--- src/rtl/core/rmsp_pkg.sv ---
// ----------------------------------------------------------------------------
// rmsp_pkg: shared types and constants of the replay-macro stream parser
// Parse phases, result kinds, magic bytes and the queue entry that travels
// from the byte parser to the result emitter.
// ----------------------------------------------------------------------------
package rmsp_pkg;

    // Result kinds
    localparam logic [2:0] KIND_EVENT   = 3'd0;
    localparam logic [2:0] KIND_OK      = 3'd1;
    localparam logic [2:0] KIND_MAGIC   = 3'd2;
    localparam logic [2:0] KIND_VERSION = 3'd3;
    localparam logic [2:0] KIND_LONG    = 3'd4;
    localparam logic [2:0] KIND_TRUNC   = 3'd5;

    // Magic bytes and the only accepted format version
    localparam logic [7:0]  MAGIC_G     = 8'h47;
    localparam logic [7:0]  MAGIC_D     = 8'h44;
    localparam logic [7:0]  MAGIC_R     = 8'h52;
    localparam logic [63:0] FMT_VERSION = 64'd2;

    // Varint: continuation flag position and last allowed group index
    localparam int          VARINT_CONT_BIT  = 7;
    localparam logic [3:0]  VARINT_LAST_GRP  = 4'd9;

    // Fixed run lengths of the header
    localparam logic [63:0] DURATION_BYTES = 64'd4;
    localparam logic [63:0] FPS_BYTES      = 64'd8;
    localparam logic [63:0] SEED_VARINTS   = 64'd2;
    localparam logic [63:0] FLAG_BYTES     = 64'd2;
    localparam logic [63:0] BOTVER_VARINTS = 64'd2;

    // Raw button codes and mapped button values
    localparam logic [1:0] RAW_LEFT  = 2'd2;
    localparam logic [1:0] RAW_RIGHT = 2'd3;
    localparam logic [1:0] RAW_DEFAULT = 2'd1;
    localparam logic [1:0] BTN_JUMP  = 2'd0;
    localparam logic [1:0] BTN_LEFT  = 2'd1;
    localparam logic [1:0] BTN_RIGHT = 2'd2;

    // Queue between parser and emitter
    localparam int QDEPTH = 4;
    localparam int QPTR_W = $clog2(QDEPTH);
    localparam int QCNT_W = $clog2(QDEPTH + 1);

    typedef enum logic [4:0] {
        PH_MAG_G        = 5'd0,
        PH_MAG_D        = 5'd1,
        PH_MAG_R        = 5'd2,
        PH_VERSION      = 5'd3,
        PH_EXT_LEN      = 5'd4,
        PH_EXT_SKIP     = 5'd5,
        PH_AUTH_LEN     = 5'd6,
        PH_AUTH_SKIP    = 5'd7,
        PH_DESC_LEN     = 5'd8,
        PH_DESC_SKIP    = 5'd9,
        PH_DURATION     = 5'd10,
        PH_GAMEVER      = 5'd11,
        PH_FPS          = 5'd12,
        PH_SEED_COINS   = 5'd13,
        PH_FLAGS        = 5'd14,
        PH_BOT_LEN      = 5'd15,
        PH_BOT_SKIP     = 5'd16,
        PH_BOTVER_LEVEL = 5'd17,
        PH_LNAME_LEN    = 5'd18,
        PH_LNAME_SKIP   = 5'd19,
        PH_XDATA_LEN    = 5'd20,
        PH_XDATA_SKIP   = 5'd21,
        PH_DEATH_COUNT  = 5'd22,
        PH_DEATHS       = 5'd23,
        PH_TOTAL        = 5'd24,
        PH_P1COUNT      = 5'd25,
        PH_INPUT        = 5'd26,
        PH_PHYS_LEN     = 5'd27,
        PH_PHYS_SKIP    = 5'd28,
        PH_DONE         = 5'd29
    } phase_t;

    // One parsed byte: an optional event and an optional final status
    typedef struct packed {
        logic        has_event;
        logic        clear_sum;
        logic [63:0] delta;
        logic [1:0]  button;
        logic        pressed;
        logic        second_player;
        logic        has_status;
        logic [2:0]  kind;
        logic [63:0] fps_bits;
    } q_entry_t;

endpackage

--- src/rtl/core/replay_macro_stream_parser.sv ---
// ----------------------------------------------------------------------------
// replay_macro_stream_parser: streaming parser for replay-macro files
// Feed the file one byte per transaction on the s_ channel, with
// s_end_of_file set on its final byte. The m_ channel returns one event
// transaction per input record (kind 0, accumulated frame, button, press,
// player) and one status transaction (m_last set) with the final byte:
// done with the fps word, or an error kind. Events of a file that ends in
// an error status must be discarded by the receiver.
// Throughput: one byte per cycle while the queue has room. A byte that
// yields a result passes through the queue, then the output register, to
// m_; a final byte that also closes an event gives the event, then the
// status, as two transactions from one queue entry.
// A four-entry queue parts the byte parser from the emitter: when the
// receiver stalls, bytes keep being taken until the queue is full, then
// s_ready drops. Bytes that produce no result never enter the queue.
// Reset (aresetn low, synchronous) empties the queue and the output stage
// and puts the parser at the first magic byte; the same parser state is
// restored after every final byte.
// ----------------------------------------------------------------------------
module replay_macro_stream_parser (
    input  logic        aclk,
    input  logic        aresetn,
    input  logic [7:0]  s_data_byte,
    input  logic        s_end_of_file,
    input  logic        s_valid,
    output logic        s_ready,
    output logic        m_valid,
    input  logic        m_ready,
    output logic [2:0]  m_kind,
    output logic [63:0] m_frame,
    output logic [1:0]  m_button,
    output logic        m_pressed,
    output logic        m_second_player,
    output logic [63:0] m_fps_bits,
    output logic        m_last
);
    import rmsp_pkg::*;

    logic     q_push;
    logic     q_full;
    logic     q_pop;
    logic     q_valid;
    q_entry_t q_wdata;
    q_entry_t q_head;

    // Byte parser
    rmsp_front u_front (
        .aclk          (aclk),
        .aresetn       (aresetn),
        .s_data_byte   (s_data_byte),
        .s_end_of_file (s_end_of_file),
        .s_valid       (s_valid),
        .s_ready       (s_ready),
        .q_full        (q_full),
        .q_push        (q_push),
        .q_wdata       (q_wdata)
    );

    // Queue between parser and emitter
    rmsp_queue u_queue (
        .aclk      (aclk),
        .aresetn   (aresetn),
        .push      (q_push),
        .wdata     (q_wdata),
        .full      (q_full),
        .pop       (q_pop),
        .not_empty (q_valid),
        .head      (q_head)
    );

    // Result emitter
    rmsp_back u_back (
        .aclk            (aclk),
        .aresetn         (aresetn),
        .q_valid         (q_valid),
        .q_head          (q_head),
        .q_pop           (q_pop),
        .m_valid         (m_valid),
        .m_ready         (m_ready),
        .m_kind          (m_kind),
        .m_frame         (m_frame),
        .m_button        (m_button),
        .m_pressed       (m_pressed),
        .m_second_player (m_second_player),
        .m_fps_bits      (m_fps_bits),
        .m_last          (m_last)
    );

endmodule

--- src/rtl/core/rmsp_front.sv ---
// ----------------------------------------------------------------------------
// rmsp_front: byte parser
// Walks the file header one byte per cycle while the queue has room, decodes
// varints, classifies input records, queues event deltas and final status.
// ----------------------------------------------------------------------------
module rmsp_front (
    input  logic               aclk,
    input  logic               aresetn,
    input  logic [7:0]         s_data_byte,
    input  logic               s_end_of_file,
    input  logic               s_valid,
    output logic               s_ready,
    input  logic               q_full,
    output logic               q_push,
    output rmsp_pkg::q_entry_t q_wdata
);
    import rmsp_pkg::*;

    // Parser state
    phase_t      phase_reg,    phase_next;
    logic [63:0] acc_reg,      acc_next;
    logic [3:0]  grp_reg,      grp_next;
    logic [63:0] skip_reg,     skip_next;
    logic        has_ext_reg,  has_ext_next;
    logic        platform_reg, platform_next;
    logic [63:0] deaths_reg,   deaths_next;
    logic [63:0] total_reg,    total_next;
    logic [63:0] left_reg,     left_next;
    logic [63:0] fps_reg,      fps_next;
    logic        in2_reg,      in2_next;
    logic        err_reg,      err_next;
    logic [2:0]  err_kind_reg, err_kind_next;
    logic        clear_reg,    clear_next;

    // Shared decode
    logic        take;
    logic        cont;
    logic [5:0]  shamt;
    logic [63:0] acc_new;
    logic [63:0] skip_dec;
    logic        skip_last;
    logic [63:0] deaths_dec;
    logic [63:0] total_sub;
    logic [2:0]  fps_idx;
    logic [63:0] ev_delta;
    logic [1:0]  ev_raw;
    logic [1:0]  ev_button;
    logic        ev_now;

    // next-input helper
    logic [63:0] ni_left_in;
    logic        ni_in2_in;
    logic [63:0] ni_total_in;
    logic        ni_switch;
    logic [63:0] ni_left_out;
    phase_t      ni_phase;

    // Results of the byte before end-of-file clearing
    logic        fail;
    logic [2:0]  fail_kind;
    phase_t      phase_parsed;
    logic [63:0] fps_parsed;

    assign s_ready = !q_full;
    assign take    = s_valid && s_ready;
    assign cont    = s_data_byte[VARINT_CONT_BIT];

    // Varint group placement
    assign shamt   = {2'b00, grp_reg} * 6'd7;
    assign acc_new = acc_reg | ({57'd0, s_data_byte[6:0]} << shamt);

    assign skip_dec   = skip_reg - 64'd1;
    assign skip_last  = (skip_reg == 64'd1);
    assign deaths_dec = deaths_reg - 64'd1;
    assign total_sub  = (total_reg > acc_new) ? (total_reg - acc_new) : 64'd0;
    assign fps_idx    = 3'(4'd8 - skip_reg[3:0]);

    // Input record decode
    assign ev_delta = platform_reg ? {3'b000, acc_new[63:3]} : {1'b0, acc_new[63:1]};
    assign ev_raw   = platform_reg ? acc_new[2:1] : RAW_DEFAULT;

    always_comb begin
        case (ev_raw)
            RAW_LEFT:  ev_button = BTN_LEFT;
            RAW_RIGHT: ev_button = BTN_RIGHT;
            default:   ev_button = BTN_JUMP;
        endcase
    end

    assign ev_now = take && !err_reg && (phase_reg == PH_INPUT) && !cont;

    // Move to the next input record, switching to player two when needed
    always_comb begin
        ni_left_in  = left_reg;
        ni_in2_in   = in2_reg;
        ni_total_in = total_reg;
        if (phase_reg == PH_P1COUNT) begin
            ni_left_in  = acc_new;
            ni_in2_in   = 1'b0;
            ni_total_in = total_sub;
        end else if (phase_reg == PH_INPUT) begin
            ni_left_in  = left_reg - 64'd1;
        end
        ni_switch   = (ni_left_in == 64'd0) && !ni_in2_in;
        ni_left_out = ni_switch ? ni_total_in : ni_left_in;
        ni_phase    = (ni_left_out == 64'd0) ? PH_DONE : PH_INPUT;
    end

    // Next state
    always_comb begin
        phase_next    = phase_reg;
        acc_next      = acc_reg;
        grp_next      = grp_reg;
        skip_next     = skip_reg;
        has_ext_next  = has_ext_reg;
        platform_next = platform_reg;
        deaths_next   = deaths_reg;
        total_next    = total_reg;
        left_next     = left_reg;
        fps_next      = fps_reg;
        in2_next      = in2_reg;
        err_next      = err_reg;
        err_kind_next = err_kind_reg;
        clear_next    = clear_reg;
        fail          = 1'b0;
        fail_kind     = KIND_MAGIC;

        if (take && !err_reg) begin
            unique case (phase_reg) inside
                PH_MAG_G: begin
                    if (s_data_byte != MAGIC_G) fail = 1'b1;
                    else phase_next = PH_MAG_D;
                end
                PH_MAG_D: begin
                    if (s_data_byte != MAGIC_D) fail = 1'b1;
                    else phase_next = PH_MAG_R;
                end
                PH_MAG_R: begin
                    if (s_data_byte != MAGIC_R) fail = 1'b1;
                    else phase_next = PH_VERSION;
                end
                PH_EXT_SKIP, PH_AUTH_SKIP, PH_DESC_SKIP, PH_DURATION,
                PH_BOT_SKIP, PH_LNAME_SKIP, PH_XDATA_SKIP: begin
                    skip_next = skip_dec;
                    if (skip_last) phase_next = phase_t'(phase_reg + 5'd1);
                end
                PH_PHYS_SKIP: begin
                    skip_next = skip_dec;
                    if (skip_last) begin
                        phase_next = ni_phase;
                        left_next  = ni_left_out;
                        in2_next   = ni_switch || ni_in2_in;
                        clear_next = clear_reg || ni_switch;
                    end
                end
                PH_FPS: begin
                    fps_next[{fps_idx, 3'b000} +: 8] = s_data_byte;
                    skip_next = skip_dec;
                    if (skip_last) phase_next = PH_SEED_COINS;
                end
                PH_FLAGS: begin
                    if (skip_last) platform_next = (s_data_byte != 8'd0);
                    skip_next = skip_dec;
                    if (skip_last) phase_next = PH_BOT_LEN;
                end
                PH_DONE: begin
                end
                default: begin
                    // varint-coded fields
                    if (cont) begin
                        acc_next = acc_new;
                        grp_next = grp_reg + 4'd1;
                        if (grp_reg == VARINT_LAST_GRP) begin
                            fail      = 1'b1;
                            fail_kind = KIND_LONG;
                        end
                    end else begin
                        acc_next = 64'd0;
                        grp_next = 4'd0;
                        unique case (phase_reg)
                            PH_VERSION: begin
                                if (acc_new != FMT_VERSION) begin
                                    fail      = 1'b1;
                                    fail_kind = KIND_VERSION;
                                end else begin
                                    phase_next = PH_EXT_LEN;
                                end
                            end
                            PH_EXT_LEN: begin
                                has_ext_next = (acc_new != 64'd0);
                                skip_next    = acc_new;
                                phase_next   = (acc_new == 64'd0) ? PH_AUTH_LEN : PH_EXT_SKIP;
                            end
                            PH_AUTH_LEN: begin
                                skip_next  = acc_new;
                                phase_next = (acc_new == 64'd0) ? PH_DESC_LEN : PH_AUTH_SKIP;
                            end
                            PH_DESC_LEN: begin
                                skip_next  = acc_new;
                                phase_next = (acc_new == 64'd0) ? PH_DURATION : PH_DESC_SKIP;
                            end
                            PH_GAMEVER: phase_next = PH_FPS;
                            PH_SEED_COINS: begin
                                skip_next = skip_dec;
                                if (skip_last) phase_next = PH_FLAGS;
                            end
                            PH_BOT_LEN: begin
                                skip_next  = acc_new;
                                phase_next = (acc_new == 64'd0) ? PH_BOTVER_LEVEL : PH_BOT_SKIP;
                            end
                            PH_BOTVER_LEVEL: begin
                                skip_next = skip_dec;
                                if (skip_last) phase_next = PH_LNAME_LEN;
                            end
                            PH_LNAME_LEN: begin
                                skip_next  = acc_new;
                                phase_next = (acc_new == 64'd0) ? PH_XDATA_LEN : PH_LNAME_SKIP;
                            end
                            PH_XDATA_LEN: begin
                                skip_next  = acc_new;
                                phase_next = (acc_new == 64'd0) ? PH_DEATH_COUNT
                                                                : PH_XDATA_SKIP;
                            end
                            PH_DEATH_COUNT: begin
                                deaths_next = acc_new;
                                phase_next  = (acc_new == 64'd0) ? PH_TOTAL : PH_DEATHS;
                            end
                            PH_DEATHS: begin
                                deaths_next = deaths_dec;
                                if (deaths_dec == 64'd0) phase_next = PH_TOTAL;
                            end
                            PH_TOTAL: begin
                                total_next = acc_new;
                                phase_next = PH_P1COUNT;
                            end
                            PH_P1COUNT: begin
                                total_next = total_sub;
                                left_next  = ni_left_out;
                                in2_next   = ni_switch;
                                clear_next = 1'b1;
                                phase_next = ni_phase;
                            end
                            PH_INPUT: begin
                                // the event consumes a pending sum clear
                                if (has_ext_reg) begin
                                    left_next  = left_reg - 64'd1;
                                    clear_next = 1'b0;
                                    phase_next = PH_PHYS_LEN;
                                end else begin
                                    left_next  = ni_left_out;
                                    in2_next   = ni_switch || ni_in2_in;
                                    clear_next = ni_switch;
                                    phase_next = ni_phase;
                                end
                            end
                            PH_PHYS_LEN: begin
                                if (acc_new == 64'd0) begin
                                    left_next  = ni_left_out;
                                    in2_next   = ni_switch || ni_in2_in;
                                    clear_next = clear_reg || ni_switch;
                                    phase_next = ni_phase;
                                end else begin
                                    skip_next  = acc_new;
                                    phase_next = PH_PHYS_SKIP;
                                end
                            end
                            default: begin
                            end
                        endcase
                    end
                end
            endcase

            // Preset the run length on entry to a fixed-length field
            if (!fail && (phase_next != phase_reg)) begin
                unique case (phase_next)
                    PH_DURATION:     skip_next = DURATION_BYTES;
                    PH_FPS:          skip_next = FPS_BYTES;
                    PH_SEED_COINS:   skip_next = SEED_VARINTS;
                    PH_FLAGS:        skip_next = FLAG_BYTES;
                    PH_BOTVER_LEVEL: skip_next = BOTVER_VARINTS;
                    default: begin
                    end
                endcase
            end

            if (fail) begin
                err_next      = 1'b1;
                err_kind_next = fail_kind;
            end
        end

        phase_parsed = phase_next;
        fps_parsed   = fps_next;

        // End of file: back to the reset state for the next file
        if (take && s_end_of_file) begin
            phase_next    = PH_MAG_G;
            acc_next      = 64'd0;
            grp_next      = 4'd0;
            skip_next     = 64'd0;
            has_ext_next  = 1'b0;
            platform_next = 1'b0;
            deaths_next   = 64'd0;
            total_next    = 64'd0;
            left_next     = 64'd0;
            fps_next      = 64'd0;
            in2_next      = 1'b0;
            err_next      = 1'b0;
            err_kind_next = KIND_MAGIC;
            clear_next    = 1'b0;
        end
    end

    // Queue entry for this byte
    always_comb begin
        q_push                = take && (ev_now || s_end_of_file);
        q_wdata               = '0;
        q_wdata.has_event     = ev_now;
        q_wdata.clear_sum     = clear_reg;
        q_wdata.delta         = ev_delta;
        q_wdata.button        = ev_button;
        q_wdata.pressed       = acc_new[0];
        q_wdata.second_player = in2_reg;
        q_wdata.has_status    = s_end_of_file;
        if (err_reg) begin
            q_wdata.kind = err_kind_reg;
        end else if (fail) begin
            q_wdata.kind = fail_kind;
        end else if (phase_parsed == PH_DONE) begin
            q_wdata.kind     = KIND_OK;
            q_wdata.fps_bits = fps_parsed;
        end else begin
            q_wdata.kind = KIND_TRUNC;
        end
    end

    // State registers
    always_ff @(posedge aclk) begin
        if (!aresetn) begin
            phase_reg    <= PH_MAG_G;
            acc_reg      <= 64'd0;
            grp_reg      <= 4'd0;
            skip_reg     <= 64'd0;
            has_ext_reg  <= 1'b0;
            platform_reg <= 1'b0;
            deaths_reg   <= 64'd0;
            total_reg    <= 64'd0;
            left_reg     <= 64'd0;
            fps_reg      <= 64'd0;
            in2_reg      <= 1'b0;
            err_reg      <= 1'b0;
            err_kind_reg <= KIND_MAGIC;
            clear_reg    <= 1'b0;
        end else begin
            phase_reg    <= phase_next;
            acc_reg      <= acc_next;
            grp_reg      <= grp_next;
            skip_reg     <= skip_next;
            has_ext_reg  <= has_ext_next;
            platform_reg <= platform_next;
            deaths_reg   <= deaths_next;
            total_reg    <= total_next;
            left_reg     <= left_next;
            fps_reg      <= fps_next;
            in2_reg      <= in2_next;
            err_reg      <= err_next;
            err_kind_reg <= err_kind_next;
            clear_reg    <= clear_next;
        end
    end

endmodule

--- src/rtl/core/rmsp_queue.sv ---
// ----------------------------------------------------------------------------
// rmsp_queue: short queue of parsed bytes
// Register-based FIFO between the byte parser and the result emitter.
// ----------------------------------------------------------------------------
module rmsp_queue (
    input  logic               aclk,
    input  logic               aresetn,
    input  logic               push,
    input  rmsp_pkg::q_entry_t wdata,
    output logic               full,
    input  logic               pop,
    output logic               not_empty,
    output rmsp_pkg::q_entry_t head
);
    import rmsp_pkg::*;

    q_entry_t            entries_reg [QDEPTH];
    logic [QPTR_W-1:0]   wr_ptr_reg, wr_ptr_next;
    logic [QPTR_W-1:0]   rd_ptr_reg, rd_ptr_next;
    logic [QCNT_W-1:0]   count_reg,  count_next;

    assign full      = (count_reg == QCNT_W'(QDEPTH));
    assign not_empty = (count_reg != '0);
    assign head      = entries_reg[rd_ptr_reg];

    // Pointer and fill-count update
    always_comb begin
        wr_ptr_next = wr_ptr_reg;
        rd_ptr_next = rd_ptr_reg;
        count_next  = count_reg;
        if (push) begin
            wr_ptr_next = (wr_ptr_reg == QPTR_W'(QDEPTH - 1)) ? '0
                                                              : wr_ptr_reg + QPTR_W'(1);
        end
        if (pop) begin
            rd_ptr_next = (rd_ptr_reg == QPTR_W'(QDEPTH - 1)) ? '0
                                                              : rd_ptr_reg + QPTR_W'(1);
        end
        if (push && !pop) count_next = count_reg + QCNT_W'(1);
        else if (!push && pop) count_next = count_reg - QCNT_W'(1);
    end

    always_ff @(posedge aclk) begin
        if (!aresetn) begin
            wr_ptr_reg <= '0;
            rd_ptr_reg <= '0;
            count_reg  <= '0;
        end else begin
            wr_ptr_reg <= wr_ptr_next;
            rd_ptr_reg <= rd_ptr_next;
            count_reg  <= count_next;
        end
    end

    // Entry storage, no reset needed
    always_ff @(posedge aclk) begin
        if (push) entries_reg[wr_ptr_reg] <= wdata;
    end

endmodule

--- src/rtl/core/rmsp_back.sv ---
// ----------------------------------------------------------------------------
// rmsp_back: result emitter
// Accumulates the per-player frame sum and drives the registered result
// channel: an event, then the status where a queue entry carries both.
// ----------------------------------------------------------------------------
module rmsp_back (
    input  logic               aclk,
    input  logic               aresetn,
    input  logic               q_valid,
    input  rmsp_pkg::q_entry_t q_head,
    output logic               q_pop,
    output logic               m_valid,
    input  logic               m_ready,
    output logic [2:0]         m_kind,
    output logic [63:0]        m_frame,
    output logic [1:0]         m_button,
    output logic               m_pressed,
    output logic               m_second_player,
    output logic [63:0]        m_fps_bits,
    output logic               m_last
);
    import rmsp_pkg::*;

    logic        valid_reg,   valid_next;
    logic        ev_sent_reg, ev_sent_next;
    logic [63:0] sum_reg,     sum_next;
    logic [2:0]  kind_reg,    kind_next;
    logic [63:0] frame_reg,   frame_next;
    logic [1:0]  button_reg,  button_next;
    logic        pressed_reg, pressed_next;
    logic        second_reg,  second_next;
    logic [63:0] fps_reg,     fps_next;
    logic        last_reg,    last_next;

    logic        load;
    logic [63:0] frame_sum;

    assign load      = !valid_reg || m_ready;
    assign frame_sum = (q_head.clear_sum ? 64'd0 : sum_reg) + q_head.delta;

    // Output stage loading
    always_comb begin
        valid_next   = valid_reg;
        ev_sent_next = ev_sent_reg;
        sum_next     = sum_reg;
        kind_next    = kind_reg;
        frame_next   = frame_reg;
        button_next  = button_reg;
        pressed_next = pressed_reg;
        second_next  = second_reg;
        fps_next     = fps_reg;
        last_next    = last_reg;
        q_pop        = 1'b0;
        if (load) begin
            valid_next = q_valid;
            if (q_valid) begin
                if (q_head.has_event && !ev_sent_reg) begin
                    kind_next    = KIND_EVENT;
                    frame_next   = frame_sum;
                    sum_next     = frame_sum;
                    button_next  = q_head.button;
                    pressed_next = q_head.pressed;
                    second_next  = q_head.second_player;
                    fps_next     = 64'd0;
                    last_next    = 1'b0;
                    if (q_head.has_status) ev_sent_next = 1'b1;
                    else q_pop = 1'b1;
                end else begin
                    kind_next    = q_head.kind;
                    frame_next   = 64'd0;
                    button_next  = BTN_JUMP;
                    pressed_next = 1'b0;
                    second_next  = 1'b0;
                    fps_next     = q_head.fps_bits;
                    last_next    = 1'b1;
                    ev_sent_next = 1'b0;
                    q_pop        = 1'b1;
                end
            end
        end
    end

    always_ff @(posedge aclk) begin
        if (!aresetn) begin
            valid_reg   <= 1'b0;
            ev_sent_reg <= 1'b0;
            sum_reg     <= 64'd0;
        end else begin
            valid_reg   <= valid_next;
            ev_sent_reg <= ev_sent_next;
            sum_reg     <= sum_next;
        end
    end

    // Result payload
    always_ff @(posedge aclk) begin
        kind_reg    <= kind_next;
        frame_reg   <= frame_next;
        button_reg  <= button_next;
        pressed_reg <= pressed_next;
        second_reg  <= second_next;
        fps_reg     <= fps_next;
        last_reg    <= last_next;
    end

    assign m_valid         = valid_reg;
    assign m_kind          = kind_reg;
    assign m_frame         = frame_reg;
    assign m_button        = button_reg;
    assign m_pressed       = pressed_reg;
    assign m_second_player = second_reg;
    assign m_fps_bits      = fps_reg;
    assign m_last          = last_reg;

endmodule

--- config.mk ---
export PLATFORM = sky130hd
export DESIGN_NAME = replay_macro_stream_parser
export DESIGN_NICKNAME = d
export VERILOG_FILES = /design/src/rtl/core/rmsp_pkg.sv /design/src/rtl/core/replay_macro_stream_parser.sv /design/src/rtl/core/rmsp_front.sv /design/src/rtl/core/rmsp_queue.sv /design/src/rtl/core/rmsp_back.sv
export SDC_FILE = /design/constraint.sdc
export NUM_CORES = 2
export LEC_CHECK = 0
export BUFFER_PORTS_ARGS = -buffer_cell sky130_fd_sc_hd__buf_2
export CORE_UTILIZATION = 51
export CTS_CLUSTER_SIZE = 30
export DETAILED_ROUTE_END_ITERATION = 10
export PLACE_DENSITY = 0.78
export SETUP_SLACK_MARGIN = 0.3
export SLEW_MARGIN = 30
export SYNTH_ARGS = -nofsm -noshare
export SYNTH_HDL_FRONTEND = slang
export SYNTH_SLANG_ARGS = --single-unit
--- constraint.sdc ---
create_clock -name aclk -period 11.66 [get_ports aclk]
set_input_delay 1.166 -clock aclk [delete_from_list [all_inputs] [get_ports aclk]]
set_output_delay 1.166 -clock aclk [all_outputs]
set_load 0.1 [all_outputs]
==> qor.txt <==
DRT iter0 DRCs - 9457
Worst path slowest cell - fa_1
Launching element type of the critical path - flop
Die W - 362 µm
P&R area growth vs syn - 10.7%
Clk_skew - 0.0794 ns
Max FFs per register - 548
DRT Pass-1 Iters - 9
Area of the die - 131000 µm²
Syn_area_per_cell - 9.27 µm²
Synth unique cells - 97
Slew @ Worst Pin - 1.11 ns
Initial Util - 0.516
Crit path capture type - flop
Power density of the placed cells - 224 nW/µm²
Critical Path Most Common Cell - inv_1
Gpl congestion - 1.05
Leakage - 0.0269 µW
Final setup fails - 0
Status - finished clean
WL/cell - 28.7 µm
Count of buffers from port buffering - 150
Maximum root-to-sink buffer count - 3
EDFF count, synth - 684
Worst Path Required - 12.25 ns
Layout cells sized above 1 - 0.116
Die height - 362 µm
FFs w/ async S/R, synth - 0
PostCTS Resize Cnt - 0
Syn Inst Count - 7127
Peak Freq - 93.1 MHz
Synthesized area - 66100 µm²
Final Cycle Share - 0.922
Cts bufs inserted - 120
Max-slew violations - 0
Fill cells - 10799
TritonCTS Sinks - 1160
Setup CP Type - flop to flop
Core area - 128000 µm²
Crit path DAT - 11.33 ns
Post-synth top flop - edfxtp_1
Post-place setup slack - 0.920 ns
Via count - 60683
Crit Path Max Fanout - 35
Core Rows - 131
Minimum clock period - 10.75 ns
ANT nets after route - 0
Clk root buf - clkbuf_16
Worst slew margin - 0.259
Vias in the first global route - 55539
GRT Total Usage - 0.377
Syn Nets - 7306
Post-CTS setup buffer count - 0
Num ports - 151
Vias/cell - 6.82
CTS H-tree depth - 3
Setup TNS - 0 ns
Synth Register Bits - 1160
Drt total wl - 255 mm
CTS tree - yes
Hold Crit Class - flop to flop
Warnings, synthesis - 0
Sequential area share after synthesis - 0.455
Slowest stage delay, CP - 1.17 ns
Skew-Pair Late Insertion Delay - 0.81 ns
Total Nets Final - 7229
RSZ-0062 raised after global routing - false
Initial antenna violation count - 18
Largest net degree at the start of global routing - 115
Cts hold-fix bufs - 0
DP HPWL - 174 mm
DRC errors left - 0
Peak supply drop - 0.320 mV
# Max-Cap Violations - 0
Hold violation count in the final report - 0
Gr ovfl total - 0
Post-route setup slack - 0.914 ns
Clk pin slew, worst setup/hold paths - 0.06 ns
First-pass GRT wire length - 370 mm
path summary, 6_finish.rpt:
check	from	endpoint	slack, ns	cells after the start
setup / recovery	u_front.grp_reg[0]$_SDFFE_PP0P_	u_queue.entries_reg[1][49]$_DFFE_PP_	0.91	33
setup reg to reg	u_front.grp_reg[0]$_SDFFE_PP0P_	u_queue.entries_reg[1][49]$_DFFE_PP_	0.91	33
hold reg to reg	u_back.sum_reg[50]$_SDFFE_PN0P_	u_back.sum_reg[50]$_SDFFE_PN0P_	0.47	2
hold / removal	u_back.sum_reg[50]$_SDFFE_PN0P_	u_back.sum_reg[50]$_SDFFE_PN0P_	0.47	2
area by class of cell:
type | instances | area, µm² | area share
Clock inverter | 66 | 895 | 0.0122
Sequential cell | 1160 | 30100 | 0.411
Tap cell | 1729 | 2160 | 0.0296
Multi-Input combinational cell | 5324 | 33900 | 0.463
Clock buffer | 163 | 3410 | 0.0465
Antenna cell | 13 | 32.5 | 0.000445
Timing Repair Buffer | 347 | 2320 | 0.0317
Inverter | 97 | 367 | 0.00501
logic make-up after synthesis:
group | count (synthesis) | share of synthesized area
XOR/XNOR | 187 | 0.0248
AO/OA/AOI/OAI | 2103 | 0.194
AND/OR/NAND/NOR | 2599 | 0.190
flip-flops | 1160 | 0.455
buffers and inverters | 643 | 0.0369
adder cells (fa/ha/maj) | 166 | 0.0322
multiplexers | 269 | 0.0674
synth_stat cells, types with 139 or more instances:
library cell	count	area, µm²
a21oi_1	670	3350
and2_1	163	1020
clkbuf_1	484	1820
dfxtp_1	476	9530
edfxtp_1	684	20500
ha_1	159	1990
mux4_2	139	3130
nand2_1	563	2110
nor2_1	816	3060
nor3_1	287	1440
o211ai_1	145	1090
o21ai_0	593	2970
layer usage:
layer | part of all wire | GRT usage
met5 | 0.00028 | 0
met4 | 0.081 | 0.268
met3 | 0.11 | 0.0818
met2 | 0.43 | 0.559
met1 | 0.37 | 0.490
cells in the final DEF (no fill, tap or decap), types with 111 or more instances in the layout:
master / n
nand3_1: 120
nor2_1: 810
buf_4: 187
clkbuf_16: 121
edfxtp_1: 684
nand2_1: 559
o211ai_1: 145
xnor2_1: 115
dfxtp_1: 473
nor3_1: 285
mux4_2: 139
and2_1: 162
buf_2: 150
nor4_1: 118
mux2i_1: 111
a21oi_1: 664
o21ai_0: 592
ha_1: 159
nor2b_1: 114
worst max-delay path, delay by kind of cell (launching register included):
family                   cells  cell delay, ns
buffers and inverters        7            1.47
AND/OR/NAND/NOR              9            2.74
adder cells (fa/ha/maj)      4            2.30
flip-flops                   1            0.33
multiplexers                 1            0.32
AO/OA/AOI/OAI               12            3.38
per-stage QoR:
stage	total power (µW)	instances	hold slack (ns)	utilization	cell area [µm²]
after floorplan	10600	7127	0.433	-	66100
after global placement	12000	8655	0.444	0.537	68700
after detailed placement	12200	8656	0.454	0.537	68800
after CTS	16300	8885	0.468	0.571	73100
after global routing	17000	8886	0.503	0.571	73100
final	16400	8899	0.471	0.572	73200
where the power goes:
group	internal (µW)	total [µW]	switching (µW)
Combinational	1790	7030	5240
Clock	2360	4140	1780
Sequential	4970	5210	240
(Power assumes the default switching activity.)
